**src/rtl/lps_pkg.sv**
```systemverilog
`timescale 1ns / 1ps
// ----------------------------------------------------------------------------
// lps_pkg
// Shared types and constants for the line pixel stepper.
// ----------------------------------------------------------------------------
package lps_pkg;

	localparam int unsigned COORD_BITS_DEFAULT = 16;
	localparam int unsigned COLOR_BITS = 32;
	localparam int unsigned MAX_PIXELS = 3;

	localparam logic OP_LOAD    = 1'b0;
	localparam logic OP_ADVANCE = 1'b1;

	typedef enum logic [2:0] {
		MODE_POINT = 3'd0,
		MODE_VERT  = 3'd1,
		MODE_HORZ  = 3'd2,
		MODE_XMAJ  = 3'd3,
		MODE_YMAJ  = 3'd4
	} lps_mode_t;

	// Summary of the pixels that one advance produces.
	typedef struct packed {
		logic [1:0] count;
		logic       done;
	} lps_burst_t;

endpackage

```
**src/rtl/line_pixel_stepper.sv**
```systemverilog
`timescale 1ns / 1ps
// A pixel word appears on the master side in the cycle after its advance is taken.
// One pixel word per cycle while m_tready is high; an advance yielding n pixels holds the
// output until all n have left, and the next command is taken in the cycle its last word
// leaves the result register. Loads produce nothing and are taken when it is free.
// Reset (arst_n low) clears the busy flag and the held pixel count; no line is active after it.
// ----------------------------------------------------------------------------
// line_pixel_stepper
// Steps a line between two signed endpoints into stair-connected pixels,
// one to three pixels for each advance command while a line is active.
// ----------------------------------------------------------------------------
module line_pixel_stepper #(
	parameter int unsigned COORD_BITS = lps_pkg::COORD_BITS_DEFAULT,
	localparam int unsigned IN_W  = ((4 * COORD_BITS + lps_pkg::COLOR_BITS + 7) / 8) * 8,
	localparam int unsigned OUT_W = ((2 * COORD_BITS + lps_pkg::COLOR_BITS + 7) / 8) * 8
) (
	input  logic             clk,
	input  logic             arst_n,
	input  logic             s_tvalid,
	output logic             s_tready,
	// start_x, start_y, end_x, end_y, line_color, zero fill
	input  logic [IN_W-1:0]  s_tdata,
	// opcode
	input  logic             s_tuser,
	output logic             m_tvalid,
	input  logic             m_tready,
	// pixel_x, pixel_y, pixel_color, zero fill
	output logic [OUT_W-1:0] m_tdata,
	// last_of_run
	output logic             m_tlast,
	// line_done
	output logic             m_tuser
);

	localparam int unsigned C = COORD_BITS;

	logic                           accept;
	logic                           free;
	logic [C-1:0]                   px [lps_pkg::MAX_PIXELS];
	logic [C-1:0]                   py [lps_pkg::MAX_PIXELS];
	logic [lps_pkg::COLOR_BITS-1:0] color;
	lps_pkg::lps_burst_t            burst;

	assign s_tready = free;
	assign accept   = s_tvalid && s_tready;

	lps_core #(
		.COORD_BITS(COORD_BITS)
	) u_core (
		.clk       (clk),
		.arst_n    (arst_n),
		.accept    (accept),
		.opcode    (s_tuser),
		.start_x   (s_tdata[C-1:0]),
		.start_y   (s_tdata[2*C-1:C]),
		.end_x     (s_tdata[3*C-1:2*C]),
		.end_y     (s_tdata[4*C-1:3*C]),
		.line_color(s_tdata[4*C+lps_pkg::COLOR_BITS-1:4*C]),
		.px        (px),
		.py        (py),
		.color     (color),
		.burst     (burst)
	);

	lps_outbuf #(
		.COORD_BITS(COORD_BITS)
	) u_outbuf (
		.clk     (clk),
		.arst_n  (arst_n),
		.push    (accept && burst.count != 2'd0 && s_tuser == lps_pkg::OP_ADVANCE),
		.burst   (burst),
		.px      (px),
		.py      (py),
		.color   (color),
		.free    (free),
		.m_tvalid(m_tvalid),
		.m_tready(m_tready),
		.m_tdata (m_tdata),
		.m_tlast (m_tlast),
		.m_tuser (m_tuser)
	);

endmodule

```
**src/rtl/lps_core.sv**
```systemverilog
`timescale 1ns / 1ps
// ----------------------------------------------------------------------------
// lps_core
// Line state registers and the single-pass step logic: a load latches the
// endpoints and deltas, an advance yields up to three pixels.
// ----------------------------------------------------------------------------
module lps_core #(
	parameter int unsigned COORD_BITS = lps_pkg::COORD_BITS_DEFAULT
) (
	input  logic                            clk,
	input  logic                            arst_n,
	input  logic                            accept,
	input  logic                            opcode,
	input  logic signed [COORD_BITS-1:0]    start_x,
	input  logic signed [COORD_BITS-1:0]    start_y,
	input  logic signed [COORD_BITS-1:0]    end_x,
	input  logic signed [COORD_BITS-1:0]    end_y,
	input  logic [lps_pkg::COLOR_BITS-1:0]  line_color,
	output logic [COORD_BITS-1:0]           px [lps_pkg::MAX_PIXELS],
	output logic [COORD_BITS-1:0]           py [lps_pkg::MAX_PIXELS],
	output logic [lps_pkg::COLOR_BITS-1:0]  color,
	output lps_pkg::lps_burst_t             burst
);

	localparam int unsigned D = COORD_BITS + 1;

	logic                          busy_q;
	lps_pkg::lps_mode_t            mode_q;
	logic [COORD_BITS-1:0]         cur_x_q, cur_y_q, stop_x_q, stop_y_q;
	logic [D-1:0]                  acc_q, major_q, minor_q;
	logic                          sign_q;
	logic [lps_pkg::COLOR_BITS-1:0] color_q;

	// load decode
	logic signed [D-1:0]   dxs, dys;
	logic [D-1:0]          dx, dy;
	logic                  dx_neg, dy_neg, swap;
	lps_pkg::lps_mode_t    ld_mode;
	logic                  ld_sign;

	// advance
	logic [D-1:0]          acc_sum, acc_next;
	logic                  minor_step, at_stop;
	logic [COORD_BITS-1:0] x1, y1, nx, ny;
	logic                  adv_busy;

	function automatic logic [COORD_BITS-1:0] step_toward(
		input logic [COORD_BITS-1:0] v,
		input logic                  neg
	);
		return neg ? v - COORD_BITS'(1) : v + COORD_BITS'(1);
	endfunction

	always_comb begin
		dxs    = D'(end_x) - D'(start_x);
		dys    = D'(end_y) - D'(start_y);
		dx_neg = dxs[D-1];
		dy_neg = dys[D-1];
		dx     = dx_neg ? -dxs : dxs;
		dy     = dy_neg ? -dys : dys;
		swap   = 1'b0;
		if (dx == '0 && dy == '0) begin
			ld_mode = lps_pkg::MODE_POINT;
			ld_sign = 1'b0;
		end else if (dx == '0) begin
			ld_mode = lps_pkg::MODE_VERT;
			ld_sign = dy_neg;
		end else if (dy == '0) begin
			ld_mode = lps_pkg::MODE_HORZ;
			ld_sign = dx_neg;
		end else if (dx >= dy) begin
			ld_mode = lps_pkg::MODE_XMAJ;
			swap    = dx_neg;
			ld_sign = dy_neg ^ dx_neg;
		end else begin
			ld_mode = lps_pkg::MODE_YMAJ;
			swap    = dy_neg;
			ld_sign = dx_neg ^ dy_neg;
		end
	end

	always_comb begin
		acc_sum    = acc_q + minor_q;
		minor_step = 1'b0;
		acc_next   = acc_q;
		at_stop    = 1'b0;
		x1         = cur_x_q;
		y1         = cur_y_q;
		nx         = cur_x_q;
		ny         = cur_y_q;
		adv_busy   = accept && opcode == lps_pkg::OP_ADVANCE && busy_q;
		px[0]      = cur_x_q;
		py[0]      = cur_y_q;
		px[1]      = stop_x_q;
		py[1]      = stop_y_q;
		px[2]      = stop_x_q;
		py[2]      = stop_y_q;
		burst      = '{count: 2'd0, done: 1'b0};
		unique case (mode_q) inside
			lps_pkg::MODE_POINT: begin
				burst = '{count: 2'd1, done: 1'b1};
			end
			lps_pkg::MODE_VERT, lps_pkg::MODE_HORZ: begin
				at_stop = cur_x_q == stop_x_q && cur_y_q == stop_y_q;
				burst   = '{count: 2'd1, done: at_stop};
				if (!at_stop) begin
					if (mode_q == lps_pkg::MODE_VERT) begin
						ny = step_toward(cur_y_q, sign_q);
					end else begin
						nx = step_toward(cur_x_q, sign_q);
					end
				end
			end
			lps_pkg::MODE_XMAJ, lps_pkg::MODE_YMAJ: begin
				minor_step = acc_sum >= major_q;
				acc_next   = minor_step ? acc_sum - major_q : acc_sum;
				if (minor_step) begin
					if (mode_q == lps_pkg::MODE_XMAJ) begin
						y1 = step_toward(cur_y_q, sign_q);
					end else begin
						x1 = step_toward(cur_x_q, sign_q);
					end
				end
				at_stop = (mode_q == lps_pkg::MODE_XMAJ) ? (x1 == stop_x_q) : (y1 == stop_y_q);
				if (minor_step) begin
					px[1] = x1;
					py[1] = y1;
				end
				burst = '{count: 2'd1 + 2'(minor_step) + 2'(at_stop), done: at_stop};
				nx    = x1;
				ny    = y1;
				if (!at_stop) begin
					if (mode_q == lps_pkg::MODE_XMAJ) begin
						nx = step_toward(x1, 1'b0);
					end else begin
						ny = step_toward(y1, 1'b0);
					end
				end
			end
			default: begin
				burst = '{count: 2'd1, done: 1'b1};
			end
		endcase
		if (!busy_q) begin
			burst = '{count: 2'd0, done: 1'b0};
		end
		color = color_q;
	end

	always_ff @(posedge clk or negedge arst_n) begin
		if (!arst_n) begin
			busy_q <= 1'b0;
			mode_q <= lps_pkg::MODE_POINT;
		end else if (accept && opcode == lps_pkg::OP_LOAD) begin
			busy_q <= 1'b1;
			mode_q <= ld_mode;
		end else if (adv_busy && burst.done) begin
			busy_q <= 1'b0;
		end
	end

	always_ff @(posedge clk) begin
		if (accept && opcode == lps_pkg::OP_LOAD) begin
			color_q  <= line_color;
			sign_q   <= ld_sign;
			acc_q    <= '0;
			cur_x_q  <= swap ? end_x : start_x;
			cur_y_q  <= swap ? end_y : start_y;
			stop_x_q <= swap ? start_x : end_x;
			stop_y_q <= swap ? start_y : end_y;
			if (ld_mode == lps_pkg::MODE_XMAJ) begin
				major_q <= dx;
				minor_q <= dy;
			end else if (ld_mode == lps_pkg::MODE_YMAJ) begin
				major_q <= dy;
				minor_q <= dx;
			end else begin
				major_q <= '0;
				minor_q <= '0;
			end
		end else if (adv_busy) begin
			acc_q   <= acc_next;
			cur_x_q <= nx;
			cur_y_q <= ny;
		end
	end

endmodule

```
**src/rtl/lps_outbuf.sv**
```systemverilog
`timescale 1ns / 1ps
// ----------------------------------------------------------------------------
// lps_outbuf
// Result register for one burst of up to three pixels, shifted out one
// word per cycle on the master side while m_tready is high.
// ----------------------------------------------------------------------------
module lps_outbuf #(
	parameter int unsigned COORD_BITS = lps_pkg::COORD_BITS_DEFAULT,
	localparam int unsigned OUT_RAW = 2 * COORD_BITS + lps_pkg::COLOR_BITS,
	localparam int unsigned OUT_W   = ((OUT_RAW + 7) / 8) * 8
) (
	input  logic                            clk,
	input  logic                            arst_n,
	input  logic                            push,
	input  lps_pkg::lps_burst_t             burst,
	input  logic [COORD_BITS-1:0]           px [lps_pkg::MAX_PIXELS],
	input  logic [COORD_BITS-1:0]           py [lps_pkg::MAX_PIXELS],
	input  logic [lps_pkg::COLOR_BITS-1:0]  color,
	output logic                            free,
	output logic                            m_tvalid,
	input  logic                            m_tready,
	// pixel_x, pixel_y, pixel_color, zero fill
	output logic [OUT_W-1:0]                m_tdata,
	output logic                            m_tlast,
	// line_done
	output logic                            m_tuser
);

	logic [1:0]                     cnt_q;
	logic                           done_q;
	logic [COORD_BITS-1:0]          x_q [lps_pkg::MAX_PIXELS];
	logic [COORD_BITS-1:0]          y_q [lps_pkg::MAX_PIXELS];
	logic [lps_pkg::COLOR_BITS-1:0] color_q;
	logic                           pop;

	assign m_tvalid = cnt_q != 2'd0;
	assign pop      = m_tvalid && m_tready;
	// A new burst may land once the word now leaving is the last one held.
	assign free     = cnt_q == 2'd0 || (cnt_q == 2'd1 && m_tready);
	assign m_tdata  = OUT_W'({color_q, y_q[0], x_q[0]});
	assign m_tlast  = cnt_q == 2'd1;
	assign m_tuser  = cnt_q == 2'd1 && done_q;

	always_ff @(posedge clk or negedge arst_n) begin
		if (!arst_n) begin
			cnt_q  <= 2'd0;
			done_q <= 1'b0;
		end else if (push) begin
			cnt_q  <= burst.count;
			done_q <= burst.done;
		end else if (pop) begin
			cnt_q <= cnt_q - 2'd1;
		end
	end

	always_ff @(posedge clk) begin
		if (push) begin
			x_q     <= px;
			y_q     <= py;
			color_q <= color;
		end else if (pop) begin
			x_q[0] <= x_q[1];
			y_q[0] <= y_q[1];
			x_q[1] <= x_q[2];
			y_q[1] <= y_q[2];
		end
	end

	a_push_room: assert property (@(posedge clk) disable iff (!arst_n)
		push |-> free)
		else $error("burst pushed while earlier pixels still held");

	a_push_count: assert property (@(posedge clk) disable iff (!arst_n)
		push |=> cnt_q == $past(burst.count))
		else $error("held pixel count does not match pushed burst");

	a_pop_count: assert property (@(posedge clk) disable iff (!arst_n)
		pop && !push |=> cnt_q == $past(cnt_q) - 2'd1)
		else $error("pixel count did not drop after a word left");

	a_push_nonempty: assert property (@(posedge clk) disable iff (!arst_n)
		push |-> burst.count != 2'd0)
		else $error("empty burst pushed");

endmodule

```
**config.mk**
```make
export PLATFORM = sky130hd
export DESIGN_NAME = line_pixel_stepper
export DESIGN_NICKNAME = d
export VERILOG_FILES = /design/src/rtl/lps_pkg.sv /design/src/rtl/line_pixel_stepper.sv /design/src/rtl/lps_core.sv /design/src/rtl/lps_outbuf.sv
export SDC_FILE = /design/constraint.sdc
export NUM_CORES = 1
export LEC_CHECK = 0
export BUFFER_PORTS_ARGS = -buffer_cell sky130_fd_sc_hd__buf_4
export CAP_MARGIN = 10
export CORE_MARGIN = 3
export CORE_UTILIZATION = 37
export CTS_CLUSTER_DIAMETER = 60
export DETAILED_ROUTE_END_ITERATION = 16
export PLACE_DENSITY = 0.53
export SLEW_MARGIN = 20
export SYNTH_ARGS = -nofsm -noshare
export SYNTH_HDL_FRONTEND = slang
export SYNTH_HIERARCHICAL = 1
export SYNTH_SLANG_ARGS = --single-unit
```
**constraint.sdc**
```tcl
create_clock -name clk -period 13.35 [get_ports clk]
set_input_delay 2.67 -clock clk [delete_from_list [all_inputs] [get_ports clk]]
set_output_delay 2.67 -clock clk [all_outputs]
set_load 0.03 [all_outputs]
```
# After elaboration in Yosys (flattened, before gate mapping)
# Cells that the tools add are included.
[op_classes]
n_reduce_logical = 27
n_lt_le_gt_ge = 2
bitwise = 2
n_eq_ne = 14
mux = 58
addsub = 15
[ops]
columns = ["operator", "count"]
rows = [
  ["16-bit two-way mux", 28],
  ["32-bit two-way mux", 4],
  ["17-bit two-way mux", 7],
  ["16-bit by 1-bit adder with 16-bit output (second input constant)", 4],
  ["16-bit equality test", 4],
  ["16-bit case mux with 2 select lines", 2],
  ["17-bit >= comparator", 2],
  ["17-bit logical NOT", 2],
  ["17-bit negator", 2],
  ["16-bit by 16-bit subtractor with 17-bit output", 2],
  ["16-bit by 1-bit subtractor with 16-bit output (second input constant)", 2],
  ["17-bit adder", 1],
  ["17-bit subtractor", 1],
  ["3-bit two-way mux", 5],
  ["1-bit logical AND", 12],
  ["2-bit nonzero test", 5],
  ["3-bit by 2-bit equality test with 1-bit output (second input constant)", 3],
  ["1-bit two-way mux", 9],
  ["4-bit AND reduction", 2],
  ["3-bit equality test (second input constant)", 2],
  ["3-bit inequality test (second input constant)", 2],
  ["3-bit case mux with 2 select lines", 1],
  ["2-bit two-way mux", 2],
  ["2-bit OR reduction", 2],
  ["12 further kinds", 12],
]
[word_totals]
elab_cells = 138
input_bits = 101
reg_bits = 283

# Depth between registers and ports, before layout
# Gate-level depths: netlist (run 1).
[depth]
word_depth = 14
ltp_mapped = 34
depth_no_buf = 31

# Cells and area by module
# The synthesis (run 1) kept the hierarchy.
[modules_own_cells]
columns = ["module", "area_each_um2", "seq_area_each_um2", "cells_each", "instances"]
rows = [
  ["lps_core", 15103.2, 4374.2, 1822, 1],
  ["lps_outbuf", 5049.8, 3918.8, 253, 1],
  ["line_pixel_stepper", 17.5, 0.0, 2, 1],
]

# Worst setup path before layout (run 1)
# No wires, ideal clock.
[synth_path]
path_type = "reg-to-reg"
from = "register u_core.acc_q[0]"
to = "register u_outbuf.x_q (netlist bit u_outbuf/m_tdata[0]) (enable)"
setup_time_ps = 394
path_buffers = 3
setup_slack_ps = 4291
arrival_time_ps = 8665
stages_incl_launch_ff = 34
synth_period_minus_slack_ps = 9059
t_required_ps = 12956
path_cell_list = "dfxtp_1 -> ha_1 -> inv_1 -> fa_1 -> nor2b_1 -> o21ai_0 -> a21boi_0 -> o21ai_0 -> a21boi_0 -> o21ai_0 -> a21o_1 -> a21oi_1 -> a41o_1 -> or2_2 -> a21oi_1 -> xor2_1 -> ha_1 -> and4_1 -> and3_1 -> o21ai_0 -> o21bai_1 -> a21oi_1 -> clkbuf_1 -> mux2i_1 -> xor2_1 -> and4_1 -> or2_2 -> inv_1 -> ha_1 -> a21boi_0 -> o2111a_1 -> buf_6 -> buf_2 -> or2_2"
[synth_lines]
columns = ["element", "line", "rtl"]
rows = [
  ["from (decl)", "lps_core.sv:30", "logic [D-1:0] acc_q, major_q, minor_q;"],
  ["from (signal assigned)", "lps_core.sv:182", "acc_q <= acc_next;"],
  ["to (signal assigned)", "lps_outbuf.sv:58", "x_q <= px;"],
  ["to (decl)", "lps_outbuf.sv:31", "logic [COORD_BITS-1:0] x_q [lps_pkg::MAX_PIXELS];"],
]

==> metrics.md, run 1 <==
| Metric | Value |
|---|---|
| Vias per inst | 5.652 |
| Commonest non-fill, non-tap cell in the layout | edfxtp_1 |
| Number of global-route vias before repair | ~16000 |
| Die X | 239.5 um |
| Critical Path Start Type | flip-flop |
| Finished Cell Area | 23070 um2 |
| Post-route insts no fill | 2905 |
| Remaining Overflow, GRT | 0 |
| Post-Synth XOR/XNOR Area | 0.07611 |
| Max-Cap Viols | 0 |
| Post-CTS setup buffer count | 0 |
| Worst Hold Class | flip-flop to flip-flop |
| Synth Area in Compound Gates | 0.1780 |
| PortBufs | 168 |
| Routed length per placed instance | 21.29 um |
| Outcome | completed |
| Initial antenna violation count | 0 |
| Via count | 16420 |
| Gates resized, CTS repair | 0 |
| Core area | 53290 um2 |
| Total routed wirelength | 61840 um |
| CTS tree | built |
| Simple-gate share of the synthesized area | 0.1413 |
| Post-synth top flop | edfxtp_1 |
| Largest family of logic cells by synthesized area | compound AO/OA/AOI/OAI gates |
| Rows | 84 |
| Initial drt markers | 1320 |
| RR Startpoint | u_core/minor_q[1] |
| Final #Nets | 2412 |
| N_diodes | 0 |
| Worst-case clock buffer depth | 3 |
| Critical path's slowest cell | buf_4 |
| RSZ-0062 raised after global routing | no |
| Setup WS pre-CTS | 3587 ps |
| Final Hold Vio Count | 0 |
| PnR worst setup slack | 3850 ps |
| Chip Height | 239.5 um |
| Final period util | 0.7116 |
| Setup Skew | 31.95 ps |
| Starting Density | 0.3785 |
| Syn_area_per_cell | a little under 10 um2 |
| Crit-path max cell delay | 890 ps |
| Num Clock Sinks | approximately 280 |
| Post-synth EDFFs | approximately 260 |
| R2R Setup Slk | ~3900 ps |
| Max transition margin | 0.2962 |
| Peak Freq | 105.3 MHz |
| Global-route wire length before repair | 93880 um |
| Reg clk slew, reported paths | 50 ps |
| Pin count of the biggest net entering global routing | just over 80 |
| #FFs+latches synth | between 200 and 300 |
| Inst Count DP | 2837 |
| Post-Synth Adder-Cell Area | 0.07853 |
| Crit-path max FO | 80 |
| Placed wire-length estimate | 46890 um |
| H-tree Lvls | 2 |
| Mux contribution to synthesized area | 0.06253 |
| Die area | 57350 um2 |
| Setup TNS | 0 ps |
| CP Launch Point | u_core/minor_q[1] |
| Clock buffer count from CTS | 37 |
| Number of warning messages in the yosys log | 6 |
| # fillers | 5087 |
| Gpl congestion | 0.9076 |
| Cts-stage hold buffer count | 0 |
| Final max-slew violation count | 0 |
| ANT nets after route | 0 |
| Worst-margin pin slew | 1056 ps |
| Kind of critical path | flip-flop to flip-flop |
| Post-synth ARST share | 0.02473 |
| FF-to-FF path depth | 28 |
| Crit path capture | u_outbuf/x_q[31] |
| Clk root buf | clkbuf_16 |
| Leakage Power | between 0.009 and 0.01 uW |
| Pwr/cell area | 227.6 nW/um2 |
| DRC Markers | 0 |
| Clk Latency, worst-skew pair | 580 ps |
| Req. time, crit path | approximately 14000 ps |
| Total track usage | 0.2109 |
| Most frequent cells in the layout | edfxtp_1 (259), nand2_1 (217), buf_4 (186) |
| Syn Std Cell Area | around 20000 um2 |
| Max VDD drop | 0.00009694 V |
| Layout area overhead | 14.38% |
| Final setup fails | 0 |
| Netlist cell types | 91 |
| Seq/Total Area, Yosys | 0.4111 |
| CP endpoint kind | flip-flop |
| Syn Nets | 2301 |
| Post-Place Cell Area | 21860 um2 |
| Post-layout minimum cycle time | 9500 ps |
| Num ports | 169 |
| Cells after Synth | ~2100 |
| TritonRoute pass-1 iters | 5 |
| FF-to-FF End | u_outbuf/x_q[31] |
| Layout cells sized above 1 | 0.1552 |
| Critical path data arrival time | 9810 ps |
-- worst min-delay path by stage --
stage | cells past startpoint | to | startpoint | slack (ps)
after global placement | 0 | u_outbuf/color_q[0] | u_core/color[0] | 400
after floorplan | 0 | u_outbuf/color_q[0] | u_core/color[0] | 400
final | 0 | u_outbuf/color_q[1] | u_core/color[1] | 420
after global routing | 0 | u_outbuf/color_q[16] | u_core/color[16] | 420
after detailed placement | 0 | u_outbuf/color_q[19] | u_core/color[19] | 400
after CTS | 0 | u_outbuf/color_q[1] | u_core/color[1] | 420
-- where the power goes --
part / switching [uW] / internal [uW]
logic: 1770 / 1020
clock network: 401 / 593
registers: 155 / 1320
total: 2320 / 2930
-- cell type report --
class                      instances  area, um2  area share
timing repair buffer             186       1396     0.06052
clock buffer                      45      955.9     0.04143
multi-input combinational       1559      10850      0.4703
inverter                         121      459.2     0.01990
tap                              688      860.8     0.03731
clock inverter                    23      255.2     0.01106
sequential                       283       8293      0.3594
-- synth_stat cells (45+ instances only) --
cell type	number	area share
nor2_1	110	0.020
mux2_2	72	0.040
o21ai_0	135	0.033
ha_1	117	0.073
xor2_1	83	0.036
nand2_1	217	0.040
mux2i_1	45	0.022
xnor2_1	87	0.038
edfxtp_1	259	0.39
clkbuf_1	59	0.011
inv_1	119	0.022
nor3_1	46	0.011
a21oi_1	132	0.033
-- state kept, by name, indices dropped and copies added, names as in the netlist --
register,count
u_core/mode_q,3
u_core/minor_q,17
u_outbuf/x_q,32
u_core/busy_q,1
u_core/color,32
u_core/sign_q,1
u_core/acc_q,17
u_outbuf/cnt_q,2
u_core/cur_y_q,16
u_core/stop_y_q,16
u_core/stop_x_q,16
u_core/cur_x_q,16
u_outbuf/y_q,32
u_core/major_q,17
u_outbuf/m_tdata,32
u_outbuf/color_q,32
u_outbuf/done_q,1
-- logic make-up after synthesis --
group,count (synthesis)
simple gates,589
compound gates,558
flops,283
buf+inv,235
xor+xnor,172
fa+ha+maj,123
mux,117
-- critical path, delay by kind of cell (launching register included) --
kind                       cells  cell delay (ps)
muxes                          1              420
xor gates and xnor gates       1              100
DFF                            1              390
and+or+nand+nor                8             2390
AOI/OAI and AO/OA             13             3930
buffers and inverters          2              990
adders and majority gates      3              940
-- per-layer routing --
metal | wire (um) | global-route usage
met2 | 28040 | 0.3307
met3 | 3413 | 0.02994
met1 | 28760 | 0.3034
met5 | 0 | 0
met4 | 1626 | 0.06249
-- stage by stage --
| stage | total power (uW) | utilization | hold slack (ps) |
|---|---|---|---|
| floorplan | 3452 | - | 400.3 |
| global placement | 4213 | 0.4102 | 400.8 |
| detailed placement | 4218 | 0.4102 | 404.5 |
| CTS | 5249 | 0.4329 | 418.0 |
| global route | 5598 | 0.4330 | 422.4 |
| finish | 5250 | 0.4330 | 415.6 |
No activity file was read; power rests on OpenSTA's default activity.
==> run 2, diff against run 1 <==
ABC_AREA = 1   (was not set)
PLACE_DENSITY = 0.52   (was 0.53)
clock period = 9.43 ns   (was 13.35 ns; I/O delays follow)
==> metrics.md, run 2 <==
| Metric | Value |
|---|---|
| Outcome | completed |
| Final period util | 0.8073 |
| Seq/Total Area, Yosys | 0.3546 |
| Initial antenna violation count | 2 |
| Clock buffer count from CTS | 39 |
| Syn Std Cell Area | 23380 um2 |
| Met2 Track Usage GR | 0.3485 |
| #FFs+latches synth | 283 |
| Finished Cell Area | 26470 um2 |
| Placed wire-length estimate | around 60000 um |
| Total routed wirelength | ~78000 um |
| Kind of critical path | flip-flop to flip-flop |
| Die area | 66250 um2 |
| Critical Path Start Type | flip-flop |
| Gpl congestion | ~0.94 |
| Max VDD drop | 0.0001726 V |
| Worst Hold Class | flip-flop to flip-flop |
| Num ports | 169 |
| Via count | between 20000 and 25000 |
| Routed length per placed instance | approximately 18 um |
| Most frequent cells in the layout | nand2_1 (1379), inv_1 (450), nand3_1 (337) |
| Crit path capture | u_outbuf/m_tdata[29] |
| TritonRoute pass-1 iters | 6 |
| Number of global-route vias before repair | 20300 |
| Area contributors post-synth | edfxtp_1 (33%), nand2_1 (22%), inv_1 (7.2%) |
| Max-Cap Viols | 0 |
| Post-Place Cell Area | around 25000 um2 |
| Post-synth top area cell | edfxtp_1 |
| Die X | 257.4 um |
| Post-synth ARST share | 0.02473 |
| PnR worst setup slack | 1817 ps |
| Final max-slew violation count | 0 |
| Commonest cells in the netlist | nand2_1 (1380), inv_1 (451), nand3_1 (337) |
| Post-layout minimum cycle time | approximately 7600 ps |
| Commonest non-fill, non-tap cell in the layout | nand2_1 |
| Core area | 62170 um2 |
| Worst-margin pin slew | 963.2 ps |
| Cts-stage hold buffer count | 0 |
| Setup TNS | 0 ps |
| Num Clock Sinks | 283 |
| Global-route wire length before repair | 119000 um |
| Gates resized, CTS repair | 0 |
| Post-synth top flop | edfxtp_1 |
| RR Startpoint | u_core/acc_q[0] |
| Routing usage on met3 | 0.03848 |
| ANT nets after route | 0 |
| Critical path data arrival time | 7860 ps |
| FF-to-FF path depth | 38 |
| Critical path's slowest cell | nor2_2 |
| Crit-path max FO | 41 |
| Reg clk slew, reported paths | ~60 ps |
| Syn_area_per_cell | roughly 6.8 um2 |
| Final Hold Vio Count | 0 |
| Pwr/cell area | about 360 nW/um2 |
| Peak Freq | 131.4 MHz |
| CP Launch Point | u_core/acc_q[0] |
| GR Util met1 | 0.3407 |
| Netlist cell types | 57 |
| Clk root buf | clkbuf_16 |
| Cells after Synth | between 3000 and 4000 |
| FF-to-FF End | u_outbuf/m_tdata[29] |
| Vias per inst | 5.005 |
| Min-Delay Path Depth | 0 |
| Starting Density | 0.3761 |
| Post-CTS setup buffer count | 0 |
| Chip Height | 257.4 um |
| PortBufs | 168 |
| Final #Nets | 3779 |
| Layout cells sized above 1 | 0.09177 |
| RSZ-0062 raised after global routing | no |
| Rows | 91 |
| Req. time, crit path | 9670 ps |
| Clk Latency, worst-skew pair | 570 ps |
| Crit-path max cell delay | 630 ps |
| Initial drt markers | 2101 |
| H-tree Lvls | 2 |
| Post-synth EDFFs | between 200 and 300 |
| N_diodes | 0 |
| R2R Setup Slk | 1820 ps |
| Setup Skew | 27.38 ps |
| Final setup fails | 0 |
| CTS tree | built |
| Setup WS pre-CTS | 1814 ps |
| Pin count of the biggest net entering global routing | 98 |
| Remaining Overflow, GRT | 0 |
| Syn Nets | 3674 |
| Layout area overhead | 13.21% |
| Busiest layer in global routing | met2 |
| Most used cell, CP | nand2_1 |
| Worst-case clock buffer depth | 3 |
| Max transition margin | 0.3519 |
| Share of the synthesized area in the top cell type | 0.3326 |
| Number of warning messages in the yosys log | 6 |
| CP endpoint kind | flip-flop |
| Total track usage | 0.2303 |
| DRC Markers | 0 |
| Leakage Power | between 0.01 and 0.015 uW |
| Count leader, synth | nand2_1 |
## run 2: worst min path at each step
stage / start / endpoint / slack, ps
2_1_floorplan: u_core/color[0] / u_outbuf/color_q[0] / 400
3_3_place_gp: u_core/color[21] / u_outbuf/color_q[21] / 400
3_5_place_dp: u_core/color[28] / u_outbuf/color_q[28] / 400
4_1_cts: u_core/color[6] / u_outbuf/color_q[6] / 420
5_1_grt: u_core/color[2] / u_outbuf/color_q[2] / 420
6_report: u_core/color[2] / u_outbuf/color_q[2] / 420
## run 2: kinds of logic after synthesis
logic type	after synthesis	share of synthesized area
flops	283	0.3546
xor+xnor	70	0.02654
fa+ha+maj	123	0.06774
compound gates	277	0.06416
buf+inv	593	0.1093
simple gates	2104	0.3776
## run 2: worst max-delay path, delay by kind of cell (launching register included)
family	cells	cell delay, ps
AND/OR/NAND/NOR	22	3760
adder cells (fa/ha/maj)	4	1170
AO/OA/AOI/OAI	5	1030
buffers and inverters	6	770
flip-flops	1	330
XOR/XNOR	1	190
## run 2: per-stage QoR
| stage | hold WS, ps | util | total power (uW) | cells |
|---|---|---|---|---|
| 2_1_floorplan | 400.3 | - | 6401 | 3450 |
| 3_3_place_gp | 400.7 | 0.4046 | 7971 | 4351 |
| 3_5_place_dp | 404.5 | 0.4046 | 7962 | 4351 |
| 4_1_cts | 416.2 | 0.4258 | 9504 | 4422 |
| 5_1_grt | 420.1 | 0.4258 | 10390 | 4422 |
| 6_report | 415.2 | 0.4258 | 9516 | 4422 |
## run 2: cell type report
| type | instances | area (um2) |
|---|---|---|
| repair buffers | 196 | 1509 |
| flip-flops and latches | 283 | 8293 |
| well taps | 837 | 1047 |
| multi-input cells | 2574 | 12570 |
| clock buffers | 46 | 1022 |
| inverters | 461 | 1733 |
| fillers | 6695 | 35690 |
| clock inverters | 25 | 296.5 |
## run 2: metal layers
layer	vias to the layer above	part of all wire
li1	11300	-
met1	10060	0.48
met2	655	0.43
met3	111	0.070
met4	4	0.024
met5	-	0.00035
## run 2: power breakdown
group	switching [uW]	leakage (uW)	internal, uW	total, uW
sequential	229	0.00263	1860	2090
combinational	4150	0.0101	1790	5940
clock	591	0.000648	901	1490
total	4970	0.0133	4550	9520
==> run 3, diff against run 2 <==
PLACE_DENSITY = 0.54   (was 0.52)
clock period = 6.8 ns   (was 9.43 ns; I/O delays follow)
==> metrics.md, run 3 (synthesis gave the netlist of run 2 again) <==
| Metric | Value |
|---|---|
| RSZ-0062 raised after global routing | no |
| Final Hold Vio Count | 0 |
| PortBufs | 168 |
| Req. time, crit path | just over 7000 ps |
| CTS tree | built |
| Number of global-route vias before repair | between 20000 and 25000 |
| Routed length per placed instance | 17.16 um |
| Setup Skew | ~22 ps |
| Buffers and inverters on the worst path | 5 |
| Post-Place Cell Area | 25350 um2 |
| Final period util | 0.9075 |
| Outcome | completed |
| Worst Hold Class | flip-flop to flip-flop |
| Setup TNS | 0 ps |
| Via count | about 22000 |
| Final max-slew violation count | 0 |
| Worst-case clock buffer depth | 3 |
| Critical Path Start Type | flip-flop |
| Layout cells sized above 1 | 0.09845 |
| ANT nets after route | 0 |
| Max transition margin | 0.4102 |
| Clk Latency, worst-skew pair | 560 ps |
| Num Clock Sinks | 283 |
| Critical path's slowest cell | fa_1 |
| Gpl congestion | between 0.9 and 1 |
| Tot Pwr | ~13000 uW |
| Num ports | 169 |
| Initial drt markers | about 2100 |
| N_diodes | 0 |
| Core area | 62170 um2 |
| Starting Density | 0.3761 |
| Most frequent cells in the layout | nand2_1 (1379), inv_1 (451), nand3_1 (337) |
| CP endpoint kind | flip-flop |
| Delay-heaviest family, CP | simple AND/OR/NAND/NOR gates |
| Remaining Overflow, GRT | 0 |
| Layout area overhead | 14.15% |
| Finished Cell Area | between 20000 and 30000 um2 |
| # fillers | 6648 |
| Commonest non-fill, non-tap cell in the layout | nand2_1 |
| Critical path data arrival time | ~6500 ps |
| Total routed wirelength | 76250 um |
| Kind of critical path | flip-flop to flip-flop |
| Leakage Power | ~0.013 uW |
| Pwr/cell area | 500.3 nW/um2 |
| H-tree Lvls | 2 |
| Chip Height | around 260 um |
| Max-Cap Viols | 0 |
| Crit-path max cell delay | 390 ps |
| TritonRoute pass-1 iters | 6 |
| Pin count of the biggest net entering global routing | 145 |
| Clock buffer count from CTS | 36 |
| Die X | around 260 um |
| Post-layout minimum cycle time | a little over 6000 ps |
| Post-CTS setup buffer count | 0 |
| Clk root buf | clkbuf_16 |
| Final setup fails | 0 |
| Reg clk slew, reported paths | 60 ps |
| DRC Markers | 0 |
| Rows | 91 |
| Worst-margin pin slew | about 860 ps |
| Total track usage | 0.2238 |
| Crit-path max FO | 37 |
| Max VDD drop | about 0.00023 V |
| Final #Nets | 3803 |
| Initial antenna violation count | 1 |
| Most used cell, CP | nand2_1 |
| Final hold slack | 414.9 ps |
| Vias per inst | 5.020 |
| Die area | 66250 um2 |
| Placed wire-length estimate | around 59000 um |
| Peak Freq | 162.0 MHz |
| Global-route wire length before repair | about 120000 um |
-- run 3: metrics by stage --
step | setup WS, ps | instances | utilization
after floorplan | 24.11 | 3450 | -
after global placement | 279.6 | 4376 | 0.4077
after detailed placement | 249.5 | 4376 | 0.4077
after CTS | 222.7 | 4441 | 0.4279
after global routing | 23.14 | 4443 | 0.4294
final | 629.0 | 4443 | 0.4294
-- run 3: where the power goes --
part	switching, uW	leakage (uW)	total (uW)	internal, uW
Combinational	5790	0.0102	8470	2680
Clock	802	0.000609	2000	1190
Sequential	313	0.00263	2890	2580
Total	6900	0.0134	13400	6450
-- run 3: worst paths after layout --
check                      slack (ps)                    to              from  depth (start not counted)
setup / recovery                  630  u_outbuf/m_tdata[30]   u_core/acc_q[0]                         40
setup reg to reg                  630  u_outbuf/m_tdata[30]   u_core/acc_q[0]                         40
hold / removal                    410  u_outbuf/color_q[13]  u_core/color[13]                          0
max in group asynchronous        6040      u_core/mode_q[1]            arst_n                          1
min in group asynchronous         610     u_outbuf/cnt_q[0]            arst_n                          1
hold reg to reg                   410  u_outbuf/color_q[13]  u_core/color[13]                          0
-- run 3: cell type report --
class	count	area, um2	share of cell area
clock buffer	44	970.9	0.03638
clock inverter	21	282.8	0.01059
inverter	461	1733	0.06492
multi-input combinational	2575	12640	0.4736
sequential	283	8293	0.3107
tap	837	1047	0.03923
timing repair buffer	222	1724	0.06459
-- run 3: repair_timing --
item                       CTS  global route
hold endpoints to repair     0             0
setup endpoints to repair    0           195
gates resized for setup      0            18
hold buffers                 0             0
-- run 3: worst register-to-register path, delay by kind of cell, from the launching register on --
family / cells / cell delay [ps]
compound gates: 5 / 920
flops: 1 / 340
simple gates: 25 / 2530
fa+ha+maj: 4 / 1190
xor+xnor: 1 / 190
buf+inv: 5 / 740
-- run 3: per-layer routing --
metal / global-route usage / routed length [um] / up-vias
li1: - / - / 11350
met1: 0.3325 / 36650 / 10120
met2: 0.3368 / 32460 / 738
met3: 0.03681 / 5414 / 98
met4: 0.05669 / 1723 / 0
met5: 0 / 0 / -
